[src/hw/rtl/cigar_md_mismatch_counter_top_defines.svh]
// Assertion macros for the top-level RTL file, the one file that carries checks.
`ifndef CIGAR_MD_MISMATCH_COUNTER_TOP_DEFINES_SVH
`define CIGAR_MD_MISMATCH_COUNTER_TOP_DEFINES_SVH

`ifndef SYNTH
// Same-cycle implication, checked on every rising edge outside reset.
`define CMMC_ASSERT_NOW(label, clk, rst_n, ante, cons) \
    label: assert property (@(posedge clk) disable iff (!rst_n) (ante) |-> (cons)) \
        else $error("cmmc same-cycle check failed");
// Next-cycle implication.
`define CMMC_ASSERT_NEXT(label, clk, rst_n, ante, cons) \
    label: assert property (@(posedge clk) disable iff (!rst_n) (ante) |=> (cons)) \
        else $error("cmmc next-cycle check failed");
`else
`define CMMC_ASSERT_NOW(label, clk, rst_n, ante, cons)
`define CMMC_ASSERT_NEXT(label, clk, rst_n, ante, cons)
`endif

`endif

[src/hw/rtl/cmmc_pkg.sv]
`default_nettype none

package cmmc_pkg;

    localparam int unsigned CNT_W = 16;
    localparam logic [CNT_W-1:0] CNT_SAT = {CNT_W{1'b1}};

    localparam int unsigned FIFO_DEPTH = 4;
    localparam int unsigned FIFO_PTR_W = 2;
    localparam int unsigned FIFO_CNT_W = 3;

    localparam logic [1:0] MODE_CIGAR  = 2'd0;
    localparam logic [1:0] MODE_MD     = 2'd1;
    localparam logic [1:0] MODE_END    = 2'd2;
    localparam logic [1:0] MODE_UNUSED = 2'd3;

    localparam logic [7:0] CH_D     = 8'h44;
    localparam logic [7:0] CH_I     = 8'h49;
    localparam logic [7:0] CH_CARET = 8'h5E;
    localparam logic [7:0] CH_ZERO  = 8'h30;
    localparam logic [7:0] CH_NINE  = 8'h39;

    localparam logic [1:0] ERR_NONE        = 2'd0;
    localparam logic [1:0] ERR_QUEUE_FULL  = 2'd1;
    localparam logic [1:0] ERR_NO_DELETION = 2'd2;

    typedef enum logic [2:0] {
        OP_CIG_DIGIT,
        OP_CIG_DEL,
        OP_CIG_INS,
        OP_CIG_OTHER,
        OP_MD_CARET,
        OP_MD_DIGIT,
        OP_MD_MISMATCH,
        OP_END
    } t_op;

    typedef struct packed {
        t_op        op;
        logic [3:0] digit;
    } t_item;

    typedef struct packed {
        logic  valid;
        t_item item;
    } t_push;

    typedef struct packed {
        logic full;
        logic empty;
    } t_fifo_status;

endpackage

`default_nettype wire

[src/hw/rtl/cigar_md_mismatch_counter_top.sv]
// Channel   Direction  tdata (low bit up)                          tuser
// s_axis    in         ch[7:0]                                     mode[1:0]
// m_axis    out        mismatch_count[15:0], indel_total[31:16],   -
//                      error_code[33:32], zero pad [39:34]
//
// One request per cycle sustained while m_axis keeps up; a four-entry queue sits
// between the classifier and the counting unit, whose single update per cycle sets the rate.
// An end request is written into the queue, and its result is then held in the counting unit's output register.
// Reset is synchronous and clears all counters; the deletion store needs no clear.
// s_axis_tready falls only when the queue is full; the counting unit waits only
// when an end request meets a result that m_axis has not yet taken.
`default_nettype none
`include "cigar_md_mismatch_counter_top_defines.svh"

module cigar_md_mismatch_counter_top #(
    parameter int unsigned MAX_DELETIONS = 16
) (
    input  wire logic        i_clk,
    input  wire logic        i_rst_n,
    input  wire logic        s_axis_tvalid,
    output logic             s_axis_tready,
    input  wire logic [7:0]  s_axis_tdata,   // ch[7:0]
    input  wire logic [1:0]  s_axis_tuser,   // mode[1:0]
    output logic             m_axis_tvalid,
    input  wire logic        m_axis_tready,
    output logic [39:0]      m_axis_tdata    // mismatch_count, indel_total, error_code
);

    cmmc_pkg::t_push        push;
    cmmc_pkg::t_fifo_status fifo_status;
    cmmc_pkg::t_item        fifo_item;
    logic                   fifo_valid;
    logic                   pop;
    logic [15:0]            res_mm;
    logic [15:0]            res_indel;
    logic [1:0]             res_err;

    cmmc_front u_front (
        .i_valid  (s_axis_tvalid),
        .i_mode   (s_axis_tuser),
        .i_ch     (s_axis_tdata),
        .i_status (fifo_status),
        .o_ready  (s_axis_tready),
        .o_push   (push)
    );

    cmmc_fifo u_fifo (
        .i_clk    (i_clk),
        .i_rst_n  (i_rst_n),
        .i_push   (push),
        .o_status (fifo_status),
        .i_pop    (pop),
        .o_valid  (fifo_valid),
        .o_item   (fifo_item)
    );

    cmmc_back #(
        .MAX_DELETIONS (MAX_DELETIONS)
    ) u_back (
        .i_clk      (i_clk),
        .i_rst_n    (i_rst_n),
        .i_valid    (fifo_valid),
        .i_item     (fifo_item),
        .o_pop      (pop),
        .o_tvalid   (m_axis_tvalid),
        .i_tready   (m_axis_tready),
        .o_mismatch (res_mm),
        .o_indel    (res_indel),
        .o_err      (res_err)
    );

    assign m_axis_tdata = {6'b0, res_err, res_indel, res_mm};

    `CMMC_ASSERT_NOW(a_fifo_flags, i_clk, i_rst_n, fifo_status.full, !fifo_status.empty)
    `CMMC_ASSERT_NOW(a_unused_mode_dropped, i_clk, i_rst_n,
                     s_axis_tuser == cmmc_pkg::MODE_UNUSED, !push.valid)
    `CMMC_ASSERT_NEXT(a_result_from_end, i_clk, i_rst_n,
                      pop && (fifo_item.op == cmmc_pkg::OP_END), m_axis_tvalid)

endmodule

`default_nettype wire

[src/hw/rtl/cmmc_ram.sv]
`default_nettype none

module cmmc_ram #(
    parameter int unsigned WIDTH = 16,
    parameter int unsigned DEPTH = 16,
    localparam int unsigned AW = (DEPTH > 1) ? $clog2(DEPTH) : 1
) (
    input  wire logic             i_clk,
    input  wire logic             i_we,
    input  wire logic [AW-1:0]    i_waddr,
    input  wire logic [WIDTH-1:0] i_wdata,
    input  wire logic [AW-1:0]    i_raddr,
    output logic      [WIDTH-1:0] o_rdata
);

    logic [WIDTH-1:0] r_mem [DEPTH];

    always_ff @(posedge i_clk) begin
        if (i_we) begin
            r_mem[i_waddr] <= i_wdata;
        end
        o_rdata <= r_mem[i_raddr];
    end

endmodule

`default_nettype wire

[src/hw/rtl/cmmc_front.sv]
`default_nettype none

module cmmc_front (
    input  wire logic                  i_valid,
    input  wire logic [1:0]            i_mode,
    input  wire logic [7:0]            i_ch,
    input  wire cmmc_pkg::t_fifo_status i_status,
    output logic                       o_ready,
    output cmmc_pkg::t_push            o_push
);

    logic is_digit;

    assign is_digit = (i_ch >= cmmc_pkg::CH_ZERO) && (i_ch <= cmmc_pkg::CH_NINE);
    assign o_ready  = !i_status.full;

    always_comb begin
        o_push.valid      = 1'b0;
        o_push.item.op    = cmmc_pkg::OP_END;
        // ASCII digits sit at 0x30..0x39, so the low nibble is the value.
        o_push.item.digit = i_ch[3:0];
        unique case (i_mode)
            cmmc_pkg::MODE_CIGAR: begin
                o_push.valid = i_valid && o_ready;
                if (is_digit) begin
                    o_push.item.op = cmmc_pkg::OP_CIG_DIGIT;
                end else if (i_ch == cmmc_pkg::CH_D) begin
                    o_push.item.op = cmmc_pkg::OP_CIG_DEL;
                end else if (i_ch == cmmc_pkg::CH_I) begin
                    o_push.item.op = cmmc_pkg::OP_CIG_INS;
                end else begin
                    o_push.item.op = cmmc_pkg::OP_CIG_OTHER;
                end
            end
            cmmc_pkg::MODE_MD: begin
                o_push.valid = i_valid && o_ready;
                if (i_ch == cmmc_pkg::CH_CARET) begin
                    o_push.item.op = cmmc_pkg::OP_MD_CARET;
                end else if (is_digit) begin
                    o_push.item.op = cmmc_pkg::OP_MD_DIGIT;
                end else begin
                    o_push.item.op = cmmc_pkg::OP_MD_MISMATCH;
                end
            end
            cmmc_pkg::MODE_END: begin
                o_push.valid   = i_valid && o_ready;
                o_push.item.op = cmmc_pkg::OP_END;
            end
            // The unused mode code is taken and dropped.
            default: o_push.valid = 1'b0;
        endcase
    end

endmodule

`default_nettype wire

[src/hw/rtl/cmmc_fifo.sv]
`default_nettype none

module cmmc_fifo (
    input  wire logic                   i_clk,
    input  wire logic                   i_rst_n,
    input  wire cmmc_pkg::t_push        i_push,
    output cmmc_pkg::t_fifo_status      o_status,
    input  wire logic                   i_pop,
    output logic                        o_valid,
    output cmmc_pkg::t_item             o_item
);

    cmmc_pkg::t_item                      r_mem [cmmc_pkg::FIFO_DEPTH];
    logic [cmmc_pkg::FIFO_PTR_W-1:0]      r_wr_ptr;
    logic [cmmc_pkg::FIFO_PTR_W-1:0]      r_rd_ptr;
    logic [cmmc_pkg::FIFO_CNT_W-1:0]      r_cnt;
    logic                                 do_push;
    logic                                 do_pop;

    assign o_status.full  = (r_cnt == cmmc_pkg::FIFO_CNT_W'(cmmc_pkg::FIFO_DEPTH));
    assign o_status.empty = (r_cnt == '0);
    assign o_valid        = !o_status.empty;
    assign o_item         = r_mem[r_rd_ptr];
    assign do_push        = i_push.valid && !o_status.full;
    assign do_pop         = i_pop && o_valid;

    always_ff @(posedge i_clk) begin
        if (do_push) begin
            r_mem[r_wr_ptr] <= i_push.item;
        end
        if (!i_rst_n) begin
            r_wr_ptr <= '0;
            r_rd_ptr <= '0;
            r_cnt    <= '0;
        end else begin
            if (do_push) begin
                r_wr_ptr <= r_wr_ptr + 1'b1;
            end
            if (do_pop) begin
                r_rd_ptr <= r_rd_ptr + 1'b1;
            end
            if (do_push && !do_pop) begin
                r_cnt <= r_cnt + 1'b1;
            end else if (do_pop && !do_push) begin
                r_cnt <= r_cnt - 1'b1;
            end
        end
    end

endmodule

`default_nettype wire

[src/hw/rtl/cmmc_back.sv]
`default_nettype none

module cmmc_back #(
    parameter int unsigned MAX_DELETIONS = 16,
    localparam int unsigned AW = (MAX_DELETIONS > 1) ? $clog2(MAX_DELETIONS) : 1,
    localparam int unsigned CW = $clog2(MAX_DELETIONS + 1)
) (
    input  wire logic                        i_clk,
    input  wire logic                        i_rst_n,
    input  wire logic                        i_valid,
    input  wire cmmc_pkg::t_item             i_item,
    output logic                             o_pop,
    output logic                             o_tvalid,
    input  wire logic                        i_tready,
    output logic [cmmc_pkg::CNT_W-1:0]       o_mismatch,
    output logic [cmmc_pkg::CNT_W-1:0]       o_indel,
    output logic [1:0]                       o_err
);

    localparam int unsigned W = cmmc_pkg::CNT_W;

    logic [W-1:0]  r_acc, n_acc;
    logic [W-1:0]  r_indel, n_indel;
    logic [W-1:0]  r_mm, n_mm;
    logic [W-1:0]  r_skip, n_skip;
    logic [CW-1:0] r_wr, n_wr;
    logic [CW-1:0] r_rd, n_rd;
    logic [1:0]    r_err, n_err;
    logic          r_byp_valid;
    logic [W-1:0]  r_byp_data;
    logic          r_out_valid, n_out_valid;
    logic [W-1:0]  r_out_mm, n_out_mm;
    logic [W-1:0]  r_out_indel, n_out_indel;
    logic [1:0]    r_out_err, n_out_err;

    logic          out_free;
    logic          ram_we;
    logic [AW-1:0] ram_waddr;
    logic [AW-1:0] ram_raddr;
    logic [W-1:0]  ram_rdata;
    logic [W-1:0]  head;
    logic [W+3:0]  acc_ext;
    logic [W+3:0]  acc_next;
    logic [W:0]    indel_add;
    logic [W:0]    mm_add;

    assign out_free  = !r_out_valid || i_tready;
    assign o_pop     = i_valid && ((i_item.op != cmmc_pkg::OP_END) || out_free);
    assign ram_waddr = r_wr[AW-1:0];
    assign ram_raddr = n_rd[AW-1:0];
    // A same-cycle write to the entry being read comes from the bypass register.
    assign head      = r_byp_valid ? r_byp_data : ram_rdata;
    assign acc_ext   = {4'b0, r_acc};
    assign acc_next  = (acc_ext << 3) + (acc_ext << 1) + {{W{1'b0}}, i_item.digit};
    assign indel_add = {1'b0, r_indel} + {1'b0, r_acc};
    assign mm_add    = {1'b0, r_mm} + {{W{1'b0}}, 1'b1};

    assign o_tvalid   = r_out_valid;
    assign o_mismatch = r_out_mm;
    assign o_indel    = r_out_indel;
    assign o_err      = r_out_err;

    cmmc_ram #(
        .WIDTH (W),
        .DEPTH (MAX_DELETIONS)
    ) u_del_queue (
        .i_clk   (i_clk),
        .i_we    (ram_we),
        .i_waddr (ram_waddr),
        .i_wdata (r_acc),
        .i_raddr (ram_raddr),
        .o_rdata (ram_rdata)
    );

    always_comb begin
        n_acc       = r_acc;
        n_indel     = r_indel;
        n_mm        = r_mm;
        n_skip      = r_skip;
        n_wr        = r_wr;
        n_rd        = r_rd;
        n_err       = r_err;
        ram_we      = 1'b0;
        n_out_valid = r_out_valid && !i_tready;
        n_out_mm    = r_out_mm;
        n_out_indel = r_out_indel;
        n_out_err   = r_out_err;
        if (o_pop) begin
            case (i_item.op) inside
                cmmc_pkg::OP_CIG_DIGIT: begin
                    n_acc = (acc_next > {4'b0, cmmc_pkg::CNT_SAT}) ?
                            cmmc_pkg::CNT_SAT : acc_next[W-1:0];
                end
                cmmc_pkg::OP_CIG_DEL, cmmc_pkg::OP_CIG_INS: begin
                    n_indel = indel_add[W] ? cmmc_pkg::CNT_SAT : indel_add[W-1:0];
                    n_acc   = '0;
                    if (i_item.op == cmmc_pkg::OP_CIG_DEL) begin
                        if (r_wr < CW'(MAX_DELETIONS)) begin
                            ram_we = 1'b1;
                            n_wr   = r_wr + 1'b1;
                        end else if (r_err == cmmc_pkg::ERR_NONE) begin
                            n_err = cmmc_pkg::ERR_QUEUE_FULL;
                        end
                    end
                end
                cmmc_pkg::OP_CIG_OTHER: begin
                    n_acc = '0;
                end
                cmmc_pkg::OP_MD_CARET, cmmc_pkg::OP_MD_DIGIT,
                cmmc_pkg::OP_MD_MISMATCH: begin
                    // Inside a deletion run every MD character is consumed silently.
                    if (r_skip != '0) begin
                        n_skip = r_skip - 1'b1;
                    end else if (i_item.op == cmmc_pkg::OP_MD_CARET) begin
                        if (r_rd < r_wr) begin
                            n_skip = head;
                            n_rd   = r_rd + 1'b1;
                        end else if (r_err == cmmc_pkg::ERR_NONE) begin
                            n_err = cmmc_pkg::ERR_NO_DELETION;
                        end
                    end else if (i_item.op == cmmc_pkg::OP_MD_MISMATCH) begin
                        n_mm = mm_add[W] ? cmmc_pkg::CNT_SAT : mm_add[W-1:0];
                    end
                end
                cmmc_pkg::OP_END: begin
                    n_out_valid = 1'b1;
                    n_out_mm    = r_mm;
                    n_out_indel = r_indel;
                    n_out_err   = r_err;
                    n_acc       = '0;
                    n_indel     = '0;
                    n_mm        = '0;
                    n_skip      = '0;
                    n_wr        = '0;
                    n_rd        = '0;
                    n_err       = cmmc_pkg::ERR_NONE;
                end
                default: ;
            endcase
        end
    end

    always_ff @(posedge i_clk) begin
        r_byp_data  <= r_acc;
        r_out_mm    <= n_out_mm;
        r_out_indel <= n_out_indel;
        r_out_err   <= n_out_err;
        if (!i_rst_n) begin
            r_acc       <= '0;
            r_indel     <= '0;
            r_mm        <= '0;
            r_skip      <= '0;
            r_wr        <= '0;
            r_rd        <= '0;
            r_err       <= cmmc_pkg::ERR_NONE;
            r_byp_valid <= 1'b0;
            r_out_valid <= 1'b0;
        end else begin
            r_acc       <= n_acc;
            r_indel     <= n_indel;
            r_mm        <= n_mm;
            r_skip      <= n_skip;
            r_wr        <= n_wr;
            r_rd        <= n_rd;
            r_err       <= n_err;
            r_byp_valid <= ram_we && (ram_waddr == ram_raddr);
            r_out_valid <= n_out_valid;
        end
    end

endmodule

`default_nettype wire

[config.mk]
export PLATFORM = sky130hd
export DESIGN_NAME = cigar_md_mismatch_counter_top
export DESIGN_NICKNAME = d
export VERILOG_FILES = /design/src/hw/rtl/cmmc_pkg.sv /design/src/hw/rtl/cigar_md_mismatch_counter_top.sv /design/src/hw/rtl/cmmc_ram.sv /design/src/hw/rtl/cmmc_front.sv /design/src/hw/rtl/cmmc_fifo.sv /design/src/hw/rtl/cmmc_back.sv
export VERILOG_INCLUDE_DIRS = /design/src /design/src/hw/rtl
export SDC_FILE = /design/constraint.sdc
export NUM_CORES = 1
export LEC_CHECK = 0
export ABC_AREA = 0
export BUFFER_PORTS_ARGS = -buffer_cell sky130_fd_sc_hd__buf_2
export CAP_MARGIN = 20
export CORE_AREA = 5 5 185 187
export DETAILED_ROUTE_END_ITERATION = 7
export DIE_AREA = 0 0 190 192
export GPL_TIMING_DRIVEN = 0
export PLACE_DENSITY_LB_ADDON = 0.1
export SLEW_MARGIN = 20
export SYNTH_ARGS = -nofsm -noshare
export SYNTH_HDL_FRONTEND = slang
export SYNTH_HIERARCHICAL = 1
export SYNTH_SLANG_ARGS = --single-unit
export TNS_END_PERCENT = 10
[constraint.sdc]
create_clock -name i_clk -period 9.8 [get_ports i_clk]
set_clock_uncertainty 0.15 [all_clocks]
set_input_delay 1.47 -clock i_clk [delete_from_list [all_inputs] [get_ports i_clk]]
set_output_delay 1.47 -clock i_clk [all_outputs]
set_load 0.1 [all_outputs]
* Word-level counts from Yosys, hierarchy flattened *
Memories as Yosys holds them, arrays and structs flattened. A register that Yosys moved wholly into a read port is not among the register bits.
Cells that the tools add are included.

operators by class
  bitwise operators = 4
  $add $sub $neg = 11
  reductions and logical operators = 38
  eq/ne operators = 33
  muxes and demuxes = 71
  $lt $le $gt $ge = 5

operators with widths
  cell                                                              number
  two-way mux 16 bit                                                19
  two-way mux 5 bit                                                 11
  two-way mux 2 bit                                                 16
  equality test 8 x 7 -> 1 bit (second input constant)              3
  adder 19 x 17 -> 20 bit                                           1
  adder 20 x 4 -> 20 bit                                            1
  greater-than comparator 20 x 16 -> 1 bit (second input constant)  1
  adder 16 x 1 -> 17 bit (second input constant)                    1
  adder 16 x 16 -> 17 bit                                           1
  two-way mux 1 bit                                                 17
  two-way mux 4 bit                                                 4
  AND reduction 8 bit                                               2
  nonzero test 16 bit                                               1
  subtractor 16 x 1 -> 16 bit (second input constant)               1
  equality test 3 bit (second input constant)                       5
  != test 2 x 1 -> 1 bit (second input constant)                    7
  AND reduction 7 bit                                               2
  AND reduction 11 bit                                              1
  adder 5 x 1 -> 5 bit (second input constant)                      2
  != test 2 bit (second input constant)                             5
  logical AND 1 bit                                                 9
  two-way mux 3 bit                                                 3
  != test 3 bit (second input constant)                             3
  >= comparator 8 x 6 -> 1 bit (second input constant)              1
  other kinds (28)                                                  45

word-level totals
  memories kept = 2
  output and inout port bits = 42
  register bits after elaboration = 135
  word-level logic and storage cells = 181
  bits in writable memories = 284
  input port bits = 14

memories
  memory                    depth  width  rd ports  clocked after Yosys merged registers in  wr ports  RTL line         text
  u_back.u_del_queue.r_mem  16     16     1         1                                        1         cmmc_ram.sv:16   logic [WIDTH-1:0] r_mem [DEPTH];
  u_fifo.r_mem              4      7      1         1                                        1         cmmc_fifo.sv:13  cmmc_pkg::t_item r_mem [cmmc_pkg::FIFO_DEPTH];

* Logic depth before layout (Yosys ltp) *
Gate-level depths: netlist of the first run.

  depth after elaboration = 11
  mapped depth = 13
  depth with buffers taken out = 11

* Cells and area by module *
The synthesis of the first run kept the hierarchy.

by module, submodules not included
  module                         times used  sequential area each (µm²)  cells each  area each (µm²)
  cmmc_ram                       1           8007.7                      432         10042.1
  cmmc_back                      1           2902.8                      803         7285.7
  cmmc_fifo                      1           1021.0                      86          1502.7
  cmmc_front                     1           0.0                         24          157.7
  cigar_md_mismatch_counter_top  1           0.0                         7           48.8

* Worst setup path before layout of the first run *
Ideal clock, no wire load.

  kind = register -> register
  start = reg with a tool-made name
  end = reg u_back.r_acc[12]
  path slack = 5.233 ns
  data required time = 9.504 ns
  data arrival time = 4.270 ns
  cell stages (with the launch flop) = 13
  library setup time = 0.146 ns
  clock period less this slack = 4.567 ns
  path buffers = 2
  path through = dfxtp_1 buf_2 mux4_2 fa_1 fa_1 a211o_1 a2111oi_0 or3_1 nand3b_1 a2111o_1 a22oi_1 clkbuf_1 a41oi_1

RTL lines
  item                    RTL line          text
  end signal: assignment  cmmc_back.sv:159  r_acc <= n_acc;
  end: declaration        cmmc_back.sv:22   logic [W-1:0] r_acc, n_acc;

* Final worst setup path of the first run *
  start = reg u_back.r_acc[1]
  end = reg u_back.r_acc[8]

between the ends
  cells in the longest elaborated chain, start to end = 5

ends and longest elaborated chain
  item                                      RTL line         text
  adder 19 x 17 -> 20 bit (*)               cmmc_back.sv:54  assign acc_next = (acc_ext << 3) + (acc_ext << 1) + {{W{1'b0}}, i_item.digit};
  adder 20 x 4 -> 20 bit (*)                cmmc_back.sv:54
  greater-than comparator 20 x 16 -> 1 bit  cmmc_back.sv:91  n_acc = (acc_next > {4'b0, cmmc_pkg::CNT_SAT}) ?
  two-way mux 16 bit (*)                    cmmc_back.sv:91
  two-way mux 16 bit (*)                    cmmc_back.sv:89  case (i_item.op) inside

Mark *: on every way between the ends. The rest lies on a longest branch, timed or not.
A chain may end at the register's enable or synchronous reset.

==> results of run 1 <==
layout make-up:
cell class	instances	area, sq um	area share
plain buffers	70	360	0.0167
repair buffers	70	482	0.0223
clock inverters	20	240	0.0111
flip-flops and latches	437	11900	0.553
clock buffers	62	1200	0.0556
inverters	21	78.8	0.00365
well taps	442	553	0.0256
multi-input cells	828	6740	0.312
layout by cell type, fill, tap and decap left out, types with 20 or more instances in the layout:
cell,instances
sky130_fd_sc_hd__a211oi_1,30
sky130_fd_sc_hd__a21oi_1,104
sky130_fd_sc_hd__a22oi_1,34
sky130_fd_sc_hd__and2_1,22
sky130_fd_sc_hd__buf_2,52
sky130_fd_sc_hd__buf_4,20
sky130_fd_sc_hd__clkbuf_1,56
sky130_fd_sc_hd__clkbuf_16,45
sky130_fd_sc_hd__dfxtp_1,117
sky130_fd_sc_hd__edfxtp_1,318
sky130_fd_sc_hd__ha_1,60
sky130_fd_sc_hd__mux4_2,61
sky130_fd_sc_hd__nand2_1,80
sky130_fd_sc_hd__nand3_1,36
sky130_fd_sc_hd__nor2_1,53
sky130_fd_sc_hd__nor3_1,21
sky130_fd_sc_hd__o21ai_0,47
worst max path at each step:
stage                               start                              to  slack (ns)  depth (start not counted)
after floorplan                 flip-flop                u_back/r_acc[12]        5.23                         12
after global placement          flip-flop  u_back/u_del_queue/r_mem[0][6]        4.48                          7
after detailed placement        flip-flop                u_back/r_acc[12]        4.53                         12
after CTS                       flip-flop                u_back/r_acc[12]        4.50                         12
after global routing            flip-flop                 u_back/r_acc[8]        4.16                         12
final                     u_back/r_acc[1]                 u_back/r_acc[8]        4.36                         11
where the power goes:
group	switching, uW	internal (uW)	leakage [uW]
registers	54.7	2050	0.00353
logic	913	341	0.00290
clock network	694	968	0.000690
total	1660	3360	0.00712
routing by layer:
metal | share of wire | up-vias | global-route usage
li1 | - | 5541 | -
met1 | 0.43 | 6086 | 0.354
met2 | 0.47 | 431 | 0.397
met3 | 0.076 | 58 | 0.0374
met4 | 0.020 | 0 | 0.0579
met5 | 0 | - | 0
metrics by stage:
step,cell area (sq um),setup slack [ns],utilization
after global routing,21600,4.16,0.669
after CTS,21600,4.50,0.668
final,21600,4.36,0.669
after detailed placement,20100,4.53,0.624
after global placement,19900,4.48,0.615
after floorplan,19100,5.23,-
==> summary.md, run 1 <==
The flow ran to the end, and the final reports show no timing, DRC or antenna violations. The maximum fanout along the worst path came out at 23. Register bank with the most flops: u_back/u_del_queue/r_mem.

The run gives 437 as the clock net sink count. The area growth from synthesis to layout is 13.4%. Flip-flop count of the largest register after layout: 256.

The number of antenna diodes in the final layout is 0. TritonCTS built the clock tree. The kind of start point of the critical path was a flip-flop. After technology mapping, the gate count stands at 1351. The number of cell instances on the worst register-to-register path works out to 11. The Yosys warning count was 6; the count of TritonRoute iterations in the first routing pass was 5. After clock tree synthesis, the setup repair step added 0 buffers. The post-route fraction of the period consumed by the critical path is 0.555. The final route contains 12116 vias.

Counting stages on the worst path, the most repeated cell is sky130_fd_sc_hd__ha_1. Traced cell by cell, the critical path runs through ha_1 > ha_1 > fa_1 > a211o_1 > a2111oi_0 > or3_1 > nand3b_1 > a2111o_1 > a22oi_1 > clkbuf_1 > a211oi_1. The die boundary width is 190 um.

For the initial standard-cell utilization of the core, the log shows 0.589. For the maximum level of the CTS H-tree, the log shows 2. For this design, the CTS-stage hold fixing added 0 buffers. In this run the deepest clock path goes through 3 buffers. The initial detailed-routing violation count was 1144. Dividing the synthesized area by the synthesized cell count gives 14.1 sq um.

CTS placed an instance of sky130_fd_sc_hd__clkbuf_16 at the clock tree root. The startpoint identified for the worst hold timing path is u_back/r_err[0]. The master of the slowest instance on the critical path was sky130_fd_sc_hd__dfxtp_1.

The average detailed-routed wire length per instance is 22.7 um. Static timing analysis puts the maximum clock frequency at 184 MHz. The buffering stage count on the worst path with inverters included is 1, and the transition time at the pin with the least slew margin is 1.15 ns. The maximum number of pins on one net before global-route repair came out at 35.

The fraction of final layout cells with drive strength greater than 1 is 0.173, and the worst voltage drop across the vdd grid is 0.219 mV. The aggregate global-route resource usage was 0.244. The first global-routing pass estimated 68.5 mm of wire.

Adding up every negative setup slack in the final design gives 0 ns. The die height came out at 192 um. For the finished layout, the period the worst path requires is 5.44 ns.

The tool flagged a number of max-cap violations equal to 0. For the number of instances in the placed design, the log shows 1868. The worst register-to-register path has a setup slack of 4.36 ns. Broken down by cell family, the worst path's largest delay share belongs to compound AO/OA/AOI/OAI gates. The post-route antenna net violation count is 0.

The clock-pin slew on the worst setup and hold paths came out at 0.07 ns. The number of hold-slack violations in the final timing report was 0. The run gives 0 as the number of max-slew violations in the final report.

Power density of the placed cells: 233 mW/mm^2. Global routing finished with a remaining overflow of 0. After detailed routing, the number of remaining DRC violations is 0. The logs give 5.68 ns for the worst path arrival time and 0.0365 sq mm for the area of the die. The number of gates resized after CTS was 0. In this run the critical register-to-register path is launched from u_back/r_acc[1]. The design draws 5020 uW. At the later pin of the worst-skew pair, clock insertion delay measures 0.55 ns. After floorplanning, the core was divided into 66 placement rows. Setup violations remaining at the end of the flow were counted as 0. The final layout contains 1550 nets. The tools report the number of global-route vias before repair as 11861. For this run, the slowest stage of the critical path takes 1.09 ns. The tightest min-delay check is of the reg -> reg type. Post-layout instance count excluding filler cells: 1950.

The number of antenna violations at the first check in global routing was 0; the routed wire length was 44.2 mm. The tightest hold path in the finished design has a slack of 0.313 ns. Setup repair after global routing left no endpoint under its margin. Detailed-route vias per instance: 6.21. The worst setup path is of the reg -> reg kind. The detailed placer's ending HPWL is 29.5 mm, and the total of fill cells in the finished design is 2325. The number of top-level pins was 56; the data required time at the worst endpoint was 10.04 ns. The number of clock buffers inserted by TritonCTS was 44; the count of buffers inserted at the top-level ports was 49. The largest registers in the layout are u_back/u_del_queue/r_mem: 256 flops, u_fifo/r_mem: 28 flops. At the end of routability-driven placement, the weighted congestion stood at 0.897.

The worst hold path stage count is 0. In this run the critical register-to-register path is captured at u_back/r_acc[8]. The worst slew margin relative to its limit came out at 0.231. The synthesized netlist occupies a cell area of 0.0190 sq mm. For the total leakage power, the log shows 0.00712 uW. The tools report the nature of the critical path endpoint as a flip-flop.

The path with the worst hold slack has its endpoint at u_back/o_err[0]. The core region is 0.0323 sq mm.
Power figures use the tool's default switching activity.
==> inputs of run 2 (changes only) <==
--- a/config.mk
+++ b/config.mk
@@ -9,9 +9,9 @@
 export ABC_AREA = 0
 export BUFFER_PORTS_ARGS = -buffer_cell sky130_fd_sc_hd__buf_2
 export CAP_MARGIN = 20
-export CORE_AREA = 5 5 185 187
+export CORE_AREA = 5 5 191 193
 export DETAILED_ROUTE_END_ITERATION = 7
-export DIE_AREA = 0 0 190 192
+export DIE_AREA = 0 0 196 198
 export GPL_TIMING_DRIVEN = 0
 export PLACE_DENSITY_LB_ADDON = 0.1
 export SLEW_MARGIN = 20
==> constraint.sdc (replaced) <==
create_clock -name i_clk -period 4.6 [get_ports i_clk]
set_clock_uncertainty 0.15 [all_clocks]
set_input_delay 0.69 -clock i_clk [delete_from_list [all_inputs] [get_ports i_clk]]
set_output_delay 0.69 -clock i_clk [all_outputs]
set_load 0.1 [all_outputs]
==> run 2 against run 1 <==
Net effect:
- via count decreased by 0.36%
- die area increased by 6.4%
- first-iteration DRC count decreased by 24%
- sequential share of layout area decreased by 0.37 points
- register-to-register slack got worse by 4.2 ns
- critical path depth increased by 3
- non-clock buffer count increased by 2
- design area increased by 0.69%
- hold slack got worse by 0.0010 ns
- flip-flop and latch count unchanged
- global-route usage decreased by 1.7 points
- critical path type unchanged
- largest cell class unchanged
==> summary.md, run 2 (synthesis gave the netlist of run 1 again) <==
The run finished with clean final reports. TritonCTS built the clock tree. The total net switching power is 3540 uW (was 1660 uW), and the maximum level of the CTS H-tree is 2 (unchanged). Detailed-route DRC error count: 0 (unchanged).

Nature of the critical path endpoint: a flip-flop (unchanged). The die height was 198 um (was 192 um). The fraction of power spent switching nets is 0.329 (was 0.331). The maximum clock path buffer count is 3 (unchanged), and the aggregate global-route resource usage is 0.227 (was 0.244).

For the initial standard-cell utilization of the core, the log shows 0.554 (was 0.589). The hold slack is 0.312 ns (was 0.313 ns). The routed wire length is 44.2 mm (about the same), and the number of instances in the placed design is 1880 (was 1868). The clock net sink count came out at 437 (unchanged).

The count of final setup violators was 0 (unchanged); the count of buffers inserted at the top-level ports was 49 (unchanged). For the combinational fraction of design power, the log shows 0.252 (was 0.250). The number of global-route vias before repair is 11740 (was 11861). The logs give 12072 (was 12116) for the total number of vias and 1967 (was 1950) for the post-layout instance count excluding filler cells.

The register bank with the most flops was u_back/u_del_queue/r_mem (unchanged). The maximum fanout along the worst path was 10 (was 23); the detailed placer's ending HPWL was 29.6 mm (was 29.5 mm). The power density of the placed cells was 496 mW/mm^2 (was 233 mW/mm^2). The commonest non-fill, non-tap cell in the layout is sky130_fd_sc_hd__edfxtp_1 (unchanged).

The tools report the final weighted congestion of routability-driven global placement as 0.914 (was 0.897). List of cells traversed by the critical path: inv_1 > ha_1 > or3b_2 > nor4b_4 > nand3_1 > a2111oi_4 > buf_4 > nand2_1 > o21ai_0 > buf_2 > buf_1 > mux4_2 > a22oi_1 > nand2_1 (was ha_1 > ha_1 > fa_1 > a211o_1 > a2111oi_0 > or3_1 > nand3b_1 > a2111o_1 > a22oi_1 > clkbuf_1 > a211oi_1). Part of the total power dissipated in sequential elements: 0.416 (was 0.419). Flip-flop count of the largest register after layout: 256 (unchanged). The run gives 0 (unchanged) as the post-route antenna net violation count. The number of antenna violations at the first check in global routing was 0 (unchanged); the area of the die was 0.0388 sq mm (was 0.0365 sq mm). The post-route fraction of the period consumed by the critical path was 0.967 (was 0.555); the number of hold-slack violations in the final timing report was 0 (unchanged).

The clock-pin slew on the worst setup and hold paths works out to 0.06 ns (was 0.07 ns). Number of top-level pins: 56 (unchanged). The most prevalent standard cell on the critical path is sky130_fd_sc_hd__nand2_1 (was sky130_fd_sc_hd__ha_1). Worst path arrival time: 4.73 ns (was 5.68 ns).

The tools report the remaining global-route overflow as 0 (unchanged). The detailed-route vias per instance was 6.14 (was 6.21). The kind of start point of the critical path is a flip-flop (unchanged). The first-pass GRT wire length is 67.9 mm (was 68.5 mm), and the cell internal power dissipation is 7240 uW (was 3360 uW). The number of clock buffers inserted by TritonCTS came out at 45 (was 44). The row count was 68 (was 66). Area of the core: 0.0344 sq mm (was 0.0323 sq mm).

The clock root buffer is sky130_fd_sc_hd__clkbuf_16 (unchanged). The count of TritonRoute iterations in the first routing pass was 5 (unchanged); the clock latency on the worst-skew pair was 0.57 ns (was 0.55 ns). The worst slew margin relative to its limit was 0.203 (was 0.231); the initial detailed-routing violation count was 865 (was 1144). The final critical delay including setup and external delays came out at 4.45 ns (was 5.44 ns). The worst voltage drop across the vdd grid was 0.381 mV (was 0.219 mV); the layout-stage area growth over the synthesis result was 14.2% (was 13.4%). The master of the slowest instance on the critical path was sky130_fd_sc_hd__buf_1 (was sky130_fd_sc_hd__dfxtp_1). Largest registers: u_back/u_del_queue/r_mem: 256 flops, u_fifo/r_mem: 28 flops (unchanged). The transition time at the pin with the least slew margin was 1.19 ns (was 1.15 ns); the average detailed-routed wire length per instance was 22.5 um (was 22.7 um). The max-capacitance violation count was 0 (unchanged); the portion of total power attributed to the clock network was 0.332 (was 0.331). Type of the tightest min-delay check: reg -> reg (unchanged). The fraction of final layout cells with drive strength greater than 1 is 0.191 (was 0.173), and the die boundary width is 196 um (was 190 um). The total number of nets in the final design was 1553 (was 1550). The category of the critical setup timing path was reg -> reg (unchanged). The maximum frequency from static timing analysis is 225 MHz (was 184 MHz). The delay contributed by the slowest stage of the critical path came out at 0.61 ns (was 1.09 ns). The maximum number of pins on one net before global-route repair is 35 (unchanged). The total leakage power is 0.00721 uW (was 0.00712 uW), and the data required time at the worst endpoint is 4.88 ns (was 10.04 ns). Highest-count cells in the layout ignoring fill and taps: 318 x sky130_fd_sc_hd__edfxtp_1, 115 x sky130_fd_sc_hd__dfxtp_1, 104 x sky130_fd_sc_hd__a21oi_1, 80 x sky130_fd_sc_hd__nand2_1, 61 x sky130_fd_sc_hd__mux4_2 (was 318 x sky130_fd_sc_hd__edfxtp_1, 117 x sky130_fd_sc_hd__dfxtp_1, 104 x sky130_fd_sc_hd__a21oi_1, 80 x sky130_fd_sc_hd__nand2_1, 61 x sky130_fd_sc_hd__mux4_2). Number of max-slew violations in the final report: 0 (unchanged).

Sum of internal, switching and leakage power: 10800 uW (was 5020 uW).
## run 2: cell count changes in the layout (fill, tap and decap cells not counted), moves of 2 or more
cell / before / now
sky130_fd_sc_hd__clkbuf_4: 0 / 2
sky130_fd_sc_hd__clkbuf_2: 0 / 4
sky130_fd_sc_hd__a22oi_1: 34 / 28
sky130_fd_sc_hd__dfxtp_2: 2 / 4
sky130_fd_sc_hd__buf_4: 20 / 23
sky130_fd_sc_hd__inv_6: 0 / 2
sky130_fd_sc_hd__a22oi_2: 0 / 6
sky130_fd_sc_hd__buf_1: 8 / 4
sky130_fd_sc_hd__clkinv_1: 4 / 6
sky130_fd_sc_hd__dfxtp_1: 117 / 115
sky130_fd_sc_hd__clkbuf_8: 1 / 6
sky130_fd_sc_hd__a2111oi_4: 1 / 3
sky130_fd_sc_hd__clkbuf_1: 56 / 45
## run 2: power groups by stage
stage                     registers (uW)  logic [uW]  clock network, uW
after floorplan                     4950        1530                  0
after global placement              4560        2530                  0
after detailed placement            4560        2550                  0
after CTS                           4480        2560               3660
after global routing                4510        2930               3830
final                               4490        2720               3580
## run 2: area by class of cell
cell class	count	area (sq um)
diodes	1	2.50
plain buffers	69	374
clock buffers	61	1270
clock inverters	22	193
fillers	2526	12600
inverters	21	78.8
multi-input cells	828	6810
flip-flops and latches	437	11900
well taps	455	569
repair buffers	73	500
## run 2: final timing paths
| check | start | to | slack, ns | cells past startpoint |
|---|---|---|---|---|
| setup / recovery | u_back/r_skip[0] | u_back/u_del_queue/o_rdata[11] | 0.15 | 14 |
| hold / removal | u_back/r_indel[0] | u_back/o_indel[0] | 0.31 | 0 |
| setup reg to reg | u_back/r_skip[0] | u_back/u_del_queue/o_rdata[11] | 0.15 | 14 |
| hold reg to reg | u_back/r_indel[0] | u_back/o_indel[0] | 0.31 | 0 |
## run 2: metal layers
metal  part of all wire  track usage  up-vias  wire length, um
li1                   -            -     5561                -
met2               0.47        0.358      401            20600
met5                  0            0        -                0
met4              0.021       0.0615        0              923
met3              0.068       0.0473       69             3000
met1               0.44        0.327     6041            19600
## run 2: critical path: cells and delay by family (launching register included)
family	cells	cell delay [ns]
AND/OR/NAND/NOR	5	1.31
adder cells (fa/ha/maj)	1	0.22
AO/OA/AOI/OAI	3	0.60
flip-flops	1	0.34
multiplexers	1	0.41
buffers and inverters	4	1.28
## run 2: stage by stage
stage / utilization / setup TNS [ns] / instance area [sq um] / setup slack (ns)
after detailed placement: 0.586 / -9.22 / 20100 / -0.683
final: 0.632 / 0 / 21700 / 0.150
after global routing: 0.632 / -0.0686 / 21700 / -0.0293
after global placement: 0.578 / -38.98 / 19900 / -0.834
after CTS: 0.630 / 0 / 21600 / 0.0000160
after floorplan: - / 0 / 19100 / 0.0334
## run 2: timing repair
item | 4_1_cts | 5_1_grt
hold buffers | 0 | 0
pin swaps | 1 | 2
gates resized for setup | 10 | 17
gates cloned | 0 | 0
buffers inserted | 1 | 3
setup endpoints to repair | 32 | 27
